### src/hw/rtl/assert_macros.svh
// Concurrent assertion helpers, disabled while reset is asserted
`ifndef ASSERT_MACROS_SVH
`define ASSERT_MACROS_SVH

// Property must hold at every clock edge
`define ASSERT_ALWAYS(label, clk, rst_n, prop, msg) \
    label: assert property (@(posedge clk) disable iff (!rst_n) (prop)) \
        else $error(msg);

// Consequent must hold in the cycle after the antecedent
`define ASSERT_NEXT(label, clk, rst_n, ante, cons, msg) \
    label: assert property (@(posedge clk) disable iff (!rst_n) (ante) |=> (cons)) \
        else $error(msg);

`endif

### src/hw/rtl/lpr_pkg.sv
package lpr_pkg;

    localparam int COORD_BITS   = 10;
    localparam int COLOR_BITS   = 16;
    localparam int ERR_BITS     = COORD_BITS + 2;

    localparam int IN_FIELD_BITS  = 4 * COORD_BITS + COLOR_BITS;
    localparam int IN_DATA_BITS   = ((IN_FIELD_BITS + 7) / 8) * 8;
    localparam int OUT_FIELD_BITS = 2 * COORD_BITS + COLOR_BITS;
    localparam int OUT_DATA_BITS  = ((OUT_FIELD_BITS + 7) / 8) * 8;

    localparam int Q_DEPTH     = 4;
    localparam int Q_PTR_BITS  = $clog2(Q_DEPTH);
    localparam int Q_CNT_BITS  = $clog2(Q_DEPTH + 1);

    typedef logic [COORD_BITS-1:0]        t_coord;
    typedef logic [COLOR_BITS-1:0]        t_color;
    typedef logic signed [ERR_BITS-1:0]   t_err;

    typedef enum logic {
        OP_LOAD    = 1'b0,
        OP_ADVANCE = 1'b1
    } t_opcode;

    // Classified command, with the line set-up already worked out for a load
    typedef struct packed {
        t_opcode op;
        t_coord  start_x;
        t_coord  start_y;
        t_coord  goal_x;
        t_coord  goal_y;
        t_coord  delta_x;
        t_coord  delta_y;
        logic    dir_x_neg;
        logic    dir_y_neg;
        t_err    error_init;
        t_color  color;
    } t_cmd;

endpackage

### src/hw/rtl/lpr_front.sv
module lpr_front (
    input  logic                             s_axis_tvalid,
    output logic                             s_axis_tready,
    // start_x, start_y, finish_x, finish_y, line_color (lowest bit up)
    input  logic [lpr_pkg::IN_DATA_BITS-1:0] s_axis_tdata,
    // opcode
    input  logic                             s_axis_tuser,
    input  logic                             i_q_full,
    output logic                             o_push,
    output lpr_pkg::t_cmd                    o_cmd
);
    import lpr_pkg::*;

    t_coord x0, y0, x1, y1, dx, dy;

    assign x0 = s_axis_tdata[COORD_BITS-1:0];
    assign y0 = s_axis_tdata[2*COORD_BITS-1:COORD_BITS];
    assign x1 = s_axis_tdata[3*COORD_BITS-1:2*COORD_BITS];
    assign y1 = s_axis_tdata[4*COORD_BITS-1:3*COORD_BITS];

    assign dx = (x1 >= x0) ? t_coord'(x1 - x0) : t_coord'(x0 - x1);
    assign dy = (y1 >= y0) ? t_coord'(y1 - y0) : t_coord'(y0 - y1);

    assign s_axis_tready = !i_q_full;
    assign o_push        = s_axis_tvalid && !i_q_full;

    always_comb begin
        o_cmd.op         = t_opcode'(s_axis_tuser);
        o_cmd.start_x    = x0;
        o_cmd.start_y    = y0;
        o_cmd.goal_x     = x1;
        o_cmd.goal_y     = y1;
        o_cmd.delta_x    = dx;
        o_cmd.delta_y    = dy;
        o_cmd.dir_x_neg  = !(x0 < x1);
        o_cmd.dir_y_neg  = !(y0 < y1);
        o_cmd.color      = s_axis_tdata[4*COORD_BITS+COLOR_BITS-1:4*COORD_BITS];
        // x-major lines start at half of dx, others at minus half of dy
        if (dx > dy) begin
            o_cmd.error_init = t_err'({2'b00, dx >> 1});
        end else begin
            o_cmd.error_init = -t_err'({2'b00, dy >> 1});
        end
    end

endmodule

### src/hw/rtl/lpr_queue.sv
module lpr_queue (
    input  logic          i_clk,
    input  logic          i_rst_n,
    input  logic          i_push,
    input  lpr_pkg::t_cmd i_cmd,
    input  logic          i_pop,
    output logic          o_full,
    output logic          o_valid,
    output lpr_pkg::t_cmd o_cmd
);
    import lpr_pkg::*;

    t_cmd                  r_mem [Q_DEPTH];
    logic [Q_PTR_BITS-1:0] r_wr_ptr, n_wr_ptr;
    logic [Q_PTR_BITS-1:0] r_rd_ptr, n_rd_ptr;
    logic [Q_CNT_BITS-1:0] r_count, n_count;

    assign o_full  = (r_count == Q_CNT_BITS'(Q_DEPTH));
    assign o_valid = (r_count != '0);
    assign o_cmd   = r_mem[r_rd_ptr];

    always_comb begin
        n_wr_ptr = i_push ? Q_PTR_BITS'(r_wr_ptr + 1'b1) : r_wr_ptr;
        n_rd_ptr = i_pop  ? Q_PTR_BITS'(r_rd_ptr + 1'b1) : r_rd_ptr;
        n_count  = r_count;
        if (i_push && !i_pop) begin
            n_count = Q_CNT_BITS'(r_count + 1'b1);
        end else if (!i_push && i_pop) begin
            n_count = Q_CNT_BITS'(r_count - 1'b1);
        end
    end

    always_ff @(posedge i_clk) begin
        if (!i_rst_n) begin
            r_wr_ptr <= '0;
            r_rd_ptr <= '0;
            r_count  <= '0;
        end else begin
            r_wr_ptr <= n_wr_ptr;
            r_rd_ptr <= n_rd_ptr;
            r_count  <= n_count;
        end
    end

    always_ff @(posedge i_clk) begin
        if (i_push) begin
            r_mem[r_wr_ptr] <= i_cmd;
        end
    end

`include "assert_macros.svh"
    `ASSERT_ALWAYS(a_no_overflow, i_clk, i_rst_n, !(i_push && o_full && !i_pop),
        "queue written while full")
    `ASSERT_ALWAYS(a_no_underflow, i_clk, i_rst_n, !(i_pop && r_count == '0),
        "queue read while empty")
    `ASSERT_NEXT(a_count_tracks, i_clk, i_rst_n, i_push && !i_pop && !o_full,
        r_count == Q_CNT_BITS'($past(r_count) + 1'b1), "fill count lost an item")

endmodule

### src/hw/rtl/lpr_back.sv
module lpr_back (
    input  logic                              i_clk,
    input  logic                              i_rst_n,
    input  logic                              i_q_valid,
    input  lpr_pkg::t_cmd                     i_cmd,
    output logic                              o_pop,
    output logic                              m_axis_tvalid,
    input  logic                              m_axis_tready,
    // pixel_x, pixel_y, pixel_color, zero fill (lowest bit up)
    output logic [lpr_pkg::OUT_DATA_BITS-1:0] m_axis_tdata,
    output logic                              m_axis_tlast
);
    import lpr_pkg::*;

    t_coord r_cur_x, r_cur_y, r_goal_x, r_goal_y, r_delta_x, r_delta_y;
    logic   r_dir_x_neg, r_dir_y_neg, r_busy;
    t_err   r_err;
    t_color r_color;

    logic   r_out_valid, r_out_last;
    t_coord r_out_x, r_out_y;
    t_color r_out_color;

    logic   out_free, is_load, emit, at_goal, step_x, step_y;
    t_err   dx_s, dy_s, n_err;
    t_coord n_cur_x, n_cur_y;

    assign out_free = !r_out_valid || m_axis_tready;
    assign is_load  = i_q_valid && (i_cmd.op == OP_LOAD);
    assign emit     = i_q_valid && (i_cmd.op == OP_ADVANCE) && r_busy && out_free;
    // drop advances while idle; hold an advance only while the output is stalled
    assign o_pop    = is_load || emit || (i_q_valid && (i_cmd.op == OP_ADVANCE) && !r_busy);

    assign at_goal = (r_cur_x == r_goal_x) && (r_cur_y == r_goal_y);
    assign dx_s    = t_err'({2'b00, r_delta_x});
    assign dy_s    = t_err'({2'b00, r_delta_y});
    assign step_x  = r_err > -dx_s;
    assign step_y  = r_err < dy_s;

    always_comb begin
        n_err   = r_err - (step_x ? dy_s : t_err'(0)) + (step_y ? dx_s : t_err'(0));
        n_cur_x = r_cur_x;
        n_cur_y = r_cur_y;
        if (step_x) begin
            n_cur_x = r_dir_x_neg ? t_coord'(r_cur_x - 1'b1) : t_coord'(r_cur_x + 1'b1);
        end
        if (step_y) begin
            n_cur_y = r_dir_y_neg ? t_coord'(r_cur_y - 1'b1) : t_coord'(r_cur_y + 1'b1);
        end
    end

    always_ff @(posedge i_clk) begin
        if (!i_rst_n) begin
            r_busy      <= 1'b0;
            r_out_valid <= 1'b0;
            r_cur_x     <= '0;
            r_cur_y     <= '0;
            r_goal_x    <= '0;
            r_goal_y    <= '0;
            r_delta_x   <= '0;
            r_delta_y   <= '0;
            r_dir_x_neg <= 1'b0;
            r_dir_y_neg <= 1'b0;
            r_err       <= '0;
            r_color     <= '0;
        end else begin
            if (is_load) begin
                r_busy      <= 1'b1;
                r_cur_x     <= i_cmd.start_x;
                r_cur_y     <= i_cmd.start_y;
                r_goal_x    <= i_cmd.goal_x;
                r_goal_y    <= i_cmd.goal_y;
                r_delta_x   <= i_cmd.delta_x;
                r_delta_y   <= i_cmd.delta_y;
                r_dir_x_neg <= i_cmd.dir_x_neg;
                r_dir_y_neg <= i_cmd.dir_y_neg;
                r_err       <= i_cmd.error_init;
                r_color     <= i_cmd.color;
            end else if (emit) begin
                if (at_goal) begin
                    r_busy <= 1'b0;
                end else begin
                    r_err   <= n_err;
                    r_cur_x <= n_cur_x;
                    r_cur_y <= n_cur_y;
                end
            end
            if (emit) begin
                r_out_valid <= 1'b1;
            end else if (m_axis_tready) begin
                r_out_valid <= 1'b0;
            end
        end
    end

    always_ff @(posedge i_clk) begin
        if (emit) begin
            r_out_x     <= r_cur_x;
            r_out_y     <= r_cur_y;
            r_out_color <= r_color;
            r_out_last  <= at_goal;
        end
    end

    assign m_axis_tvalid = r_out_valid;
    assign m_axis_tlast  = r_out_last;
    assign m_axis_tdata  = OUT_DATA_BITS'({r_out_color, r_out_y, r_out_x});

`include "assert_macros.svh"
    `ASSERT_NEXT(a_idle_after_last, i_clk, i_rst_n, emit && at_goal, !r_busy,
        "still busy after the end point")
    `ASSERT_ALWAYS(a_no_overwrite, i_clk, i_rst_n, !(emit && r_out_valid && !m_axis_tready),
        "pixel emitted over a stalled one")
    `ASSERT_NEXT(a_emit_shows, i_clk, i_rst_n, emit, m_axis_tvalid,
        "emitted pixel not presented")

endmodule

### src/hw/rtl/line_pixel_rasterizer_top.sv
// An advance item passes through the command queue; the back end registers its pixel as it pops the item.
// Throughput: one item per cycle while the output is not stalled; error and coordinates update with each pixel.
// A four-entry command queue lets input and output stall independently.
// Loads and advances while idle give no pixel but are still popped by the back end.
// Reset is synchronous, active low: clears the queue, the line state and the output.
module line_pixel_rasterizer_top (
    input  logic                              i_clk,
    input  logic                              i_rst_n,
    input  logic                              s_axis_tvalid,
    output logic                              s_axis_tready,
    // start_x, start_y, finish_x, finish_y, line_color (lowest bit up)
    input  logic [lpr_pkg::IN_DATA_BITS-1:0]  s_axis_tdata,
    // opcode
    input  logic                              s_axis_tuser,
    output logic                              m_axis_tvalid,
    input  logic                              m_axis_tready,
    // pixel_x, pixel_y, pixel_color, zero fill (lowest bit up)
    output logic [lpr_pkg::OUT_DATA_BITS-1:0] m_axis_tdata,
    output logic                              m_axis_tlast
);
    import lpr_pkg::*;

    logic push, pop, q_full, q_valid;
    t_cmd push_cmd, head_cmd;

    lpr_front u_front (
        .s_axis_tvalid (s_axis_tvalid),
        .s_axis_tready (s_axis_tready),
        .s_axis_tdata  (s_axis_tdata),
        .s_axis_tuser  (s_axis_tuser),
        .i_q_full      (q_full),
        .o_push        (push),
        .o_cmd         (push_cmd)
    );

    lpr_queue u_queue (
        .i_clk   (i_clk),
        .i_rst_n (i_rst_n),
        .i_push  (push),
        .i_cmd   (push_cmd),
        .i_pop   (pop),
        .o_full  (q_full),
        .o_valid (q_valid),
        .o_cmd   (head_cmd)
    );

    lpr_back u_back (
        .i_clk         (i_clk),
        .i_rst_n       (i_rst_n),
        .i_q_valid     (q_valid),
        .i_cmd         (head_cmd),
        .o_pop         (pop),
        .m_axis_tvalid (m_axis_tvalid),
        .m_axis_tready (m_axis_tready),
        .m_axis_tdata  (m_axis_tdata),
        .m_axis_tlast  (m_axis_tlast)
    );

endmodule
### config.mk
export PLATFORM = sky130hd
export DESIGN_NAME = line_pixel_rasterizer_top
export DESIGN_NICKNAME = d
export VERILOG_FILES = /design/src/hw/rtl/lpr_pkg.sv /design/src/hw/rtl/lpr_front.sv /design/src/hw/rtl/lpr_queue.sv /design/src/hw/rtl/lpr_back.sv /design/src/hw/rtl/line_pixel_rasterizer_top.sv
export VERILOG_INCLUDE_DIRS = /design/src /design/src/hw/rtl
export SDC_FILE = /design/constraint.sdc
export NUM_CORES = 1
export LEC_CHECK = 0
export BUFFER_PORTS_ARGS = -buffer_cell sky130_fd_sc_hd__buf_4
export CAP_MARGIN = 20
export CORE_MARGIN = 1
export CORE_UTILIZATION = 62
export DETAILED_ROUTE_END_ITERATION = 8
export PLACE_DENSITY = 0.85
export REMOVE_ABC_BUFFERS = 1
export SYNTH_ARGS = -nofsm -noshare
export SYNTH_HDL_FRONTEND = slang
export SYNTH_SLANG_ARGS = --single-unit
### constraint.sdc
create_clock -name i_clk -period 5.93 [get_ports i_clk]
set_input_delay 0.593 -clock i_clk [delete_from_list [all_inputs] [get_ports i_clk]]
set_output_delay 0.593 -clock i_clk [all_outputs]
set_load 0.05 [all_outputs]
==> flow_summary.yaml <==
outcome:
  status: "finished, final reports clean"
global_route:
  grt_max_degree: 67
  grt_usage: 0.283
  grt_pass1_wl_um: 81800
  use_met3: 0.0420
  grt_use_met2: 0.487
  antenna_found_initial: 3
  grt_use_met1: 0.367
  first_global_vias: 15000
  busiest_layer: "met2"
  grt_overflow: 0
logic_synthesis:
  synth_cell_types: 76
  synth_edf_count: 401
  synth_area_um2: 23000
  ys_seq_area_frac: 0.611
  avgSynthCellArea_um2: 14.0
  ys_warn_count: 0
  syn-instance-count: 1643
  async_flop_share: 0
  synth_seq_cells: 502
  synth_top_flop_cell: "edfxtp_1"
worst_setup_path:
  worstPathMaxFanout: 6
  worstPathArrival_ns: 5.91
  rr_worst_depth: 22
  cpLargestDelayFamily: "compound AO/OA/AOI/OAI gates"
  crit_type: "reg -> reg"
  cp-end-kind: "flip-flop"
  cp-startpoint: "u_back.r_delta_x[2]"
  cp_data_required_time_ns: 6.41
  cp.depth: 22
  rrSetupSlack_ns: 0.50
  critPathLaunchType: "flip-flop"
  rr_startpoint: "u_back.r_delta_x[2]"
  critPathCapture: "u_back.r_err[10]"
  max_stage_delay_ns: 0.52
  critPathSlowestCell: "fa_1"
  path_buf_inv: 1
  crit_path_cell_trace: "nor4_2, nand2_1, o41ai_1, o21ai_0, ha_1, a21o_1, a21o_1, a21oi_1, o2111a_2, nor4_2, fa_1, inv_1, fa_1, a21o_1, a21oi_1, o21bai_1, a2111o_1, a31o_2, a21oi_1, xnor2_1, mux2i_1, a211oi_1"
  r2r-end: "u_back.r_err[10]"
cells_and_area:
  drive_gt1_frac: 0.183
  final_cells: 2263
  postLayoutCoreUtil: 0.707
  area_growth_pct: 12.3
  nNetsFinal: 1938
  layout_commonest_cell: "edfxtp_1"
  layout_common_cells: "401 x edfxtp_1, 155 x nand2_1, 128 x buf_4"
clock_tree:
  cts_tree: "done"
  htreeDepth: 2
  cts_made_buffers: 49
  cts_root_buf: "clkbuf_16"
  clkLatencyLatePin_ns: 0.57
  clock-sinks: 502
  path_clk_slew_ns: 0.06
  hold_buffers: 0
  cts_max_path_buffers: 3
power_and_ir_drop:
  power_uw: 13300
  p_leak_uw: 0.00955
  power_density_nw_per_um2: 514
  irDropWorstVdd_mv: 0.400
die:
  die_x_um: 195
  io_pins: 104
  die-area_um2: 37900
  core_region_area_um2: 36500
  initial_utilization: 0.630
  num_rows: 70
  die_h_um: 195
route:
  ant_nets: 0
  wl_per_cell_um: 23.5
  drt-total-wl_um: 53100
  drc: 0
  vias_per_cell: 6.29
  drtIter0Drc: 1258
  first_pass_iters: 5
  via_count: 14200
hold_path:
  holdPathStages: 1
  min_path_type: "in -> reg"
timing:
  fin_crit_sh: 0.915
  worstMarginPinSlew_ns: 1.12
  clock_skew_ns: 0.0138
  max_freq_mhz: 184
  finalMaxSlewViolations: 0
  setup_tns_ns: 0
  rsz0062_at_grt: "false"
  final.min_clock_period_ns: 5.43
  slew_headroom: 0.256
  report.final.setup_viol: 0
  hold_viol: 0
place:
  dpl.cell_count: 2169
  port_buffers: 99
  place_hpwl_um: 33100
  place.gp.congestion: 0.877
job:
  max-cap-violations: 0
[timing repair]
item	4_1_cts	5_1_grt
gates resized for setup	0	5
endpoints found under the setup margin	0	4
setup buffers	0	1
[where the power goes]
group	total, uW	switching [uW]	internal [uW]
sequential	5060	482	4580
clock	2920	1290	1630
combinational	5290	3060	2230
[worst min path at each step]
stage                            start                     end  slack [ns]
floorplan            u_back.r_color[0]   u_back.r_out_color[0]        0.41
global placement     u_back.r_color[4]   u_back.r_out_color[4]        0.41
detailed placement  u_back.r_color[11]  u_back.r_out_color[11]        0.42
CTS                   s_axis_tdata[43]     u_queue.r_mem[1][3]        0.21
global route          s_axis_tdata[47]     u_queue.r_mem[1][7]        0.20
finish                s_axis_tdata[43]     u_queue.r_mem[0][3]        0.22
[cells by family after synthesis]
family                   share of synthesized area
flip-flops                                   0.611
AND/OR/NAND/NOR                             0.0681
AO/OA/AOI/OAI                               0.0771
buffers and inverters                       0.0339
multiplexers                                 0.106
adder cells (fa/ha/maj)                     0.0730
XOR/XNOR                                    0.0301
other                                     0.000163
[synthesized netlist by cell type, drive strengths merged, types with 8 or more instances]
| cell type | number | share of area |
|---|---|---|
| a211oi | 18 | 0.0066 |
| a21o | 33 | 0.011 |
| a21oi | 124 | 0.027 |
| buf | 26 | 0.0061 |
| clkbuf | 46 | 0.0075 |
| dfxtp | 101 | 0.088 |
| edfxtp | 401 | 0.52 |
| fa | 17 | 0.015 |
| ha | 107 | 0.058 |
| inv | 123 | 0.020 |
| mux2i | 30 | 0.013 |
| mux4 | 92 | 0.090 |
| nand2 | 155 | 0.025 |
| nand2b | 8 | 0.0022 |
| nand3 | 15 | 0.0033 |
| nand4 | 13 | 0.0035 |
| nor2 | 58 | 0.0099 |
| nor2b | 12 | 0.0033 |
| nor3 | 17 | 0.0041 |
| nor4 | 14 | 0.0038 |
| o21a | 8 | 0.0026 |
| o21ai | 39 | 0.0086 |
| o21bai | 11 | 0.0036 |
| or2 | 8 | 0.0022 |
| or3 | 8 | 0.0022 |
| xnor2 | 46 | 0.018 |
| xor2 | 33 | 0.013 |
[metal layers]
layer / up-vias / share of wire
met3: 125 / 0.076
met5: - / 0.00030
met1: 7077 / 0.39
met2: 706 / 0.50
li1: 6335 / -
met4: 2 / 0.030
[state kept, by name, summed over array words and instances, names as in the netlist, 2 cells and up, named ones only]
signal              flops
u_queue.r_wr_ptr        2
u_back.r_goal_y        10
u_back.r_out_y         10
u_back.r_cur_x         10
u_queue.r_count         3
u_back.r_out_color     16
u_back.r_delta_x       10
u_back.r_color         16
u_back.r_out_x         10
u_queue.r_rd_ptr        2
u_back.r_delta_y       10
u_queue.r_mem         364
u_back.r_err           12
u_back.r_cur_y         10
u_back.r_goal_x        10
[area by class of cell]
class	count	area (um^2)
Tap cell	468	586
Inverter	124	467
Clock inverter	29	193
Timing Repair Buffer	128	961
Clock buffer	63	1330
Fill cell	2268	10700
Antenna cell	1	2.50
Multi-Input combinational cell	948	8230
Sequential cell	502	14100
[stage by stage]
stage / hold WS (ns) / worst slack (ns) / area (um^2)
6_report: 0.224 / 0.501 / 25800
5_1_grt: 0.205 / 0.0331 / 25800
4_1_cts: 0.207 / 0.305 / 25800
3_5_place_dp: 0.417 / 0.325 / 24300
3_3_place_gp: 0.411 / 0.447 / 24300
2_1_floorplan: 0.408 / -1.57 / 22700
No activity file was read; power rests on OpenSTA's default activity.
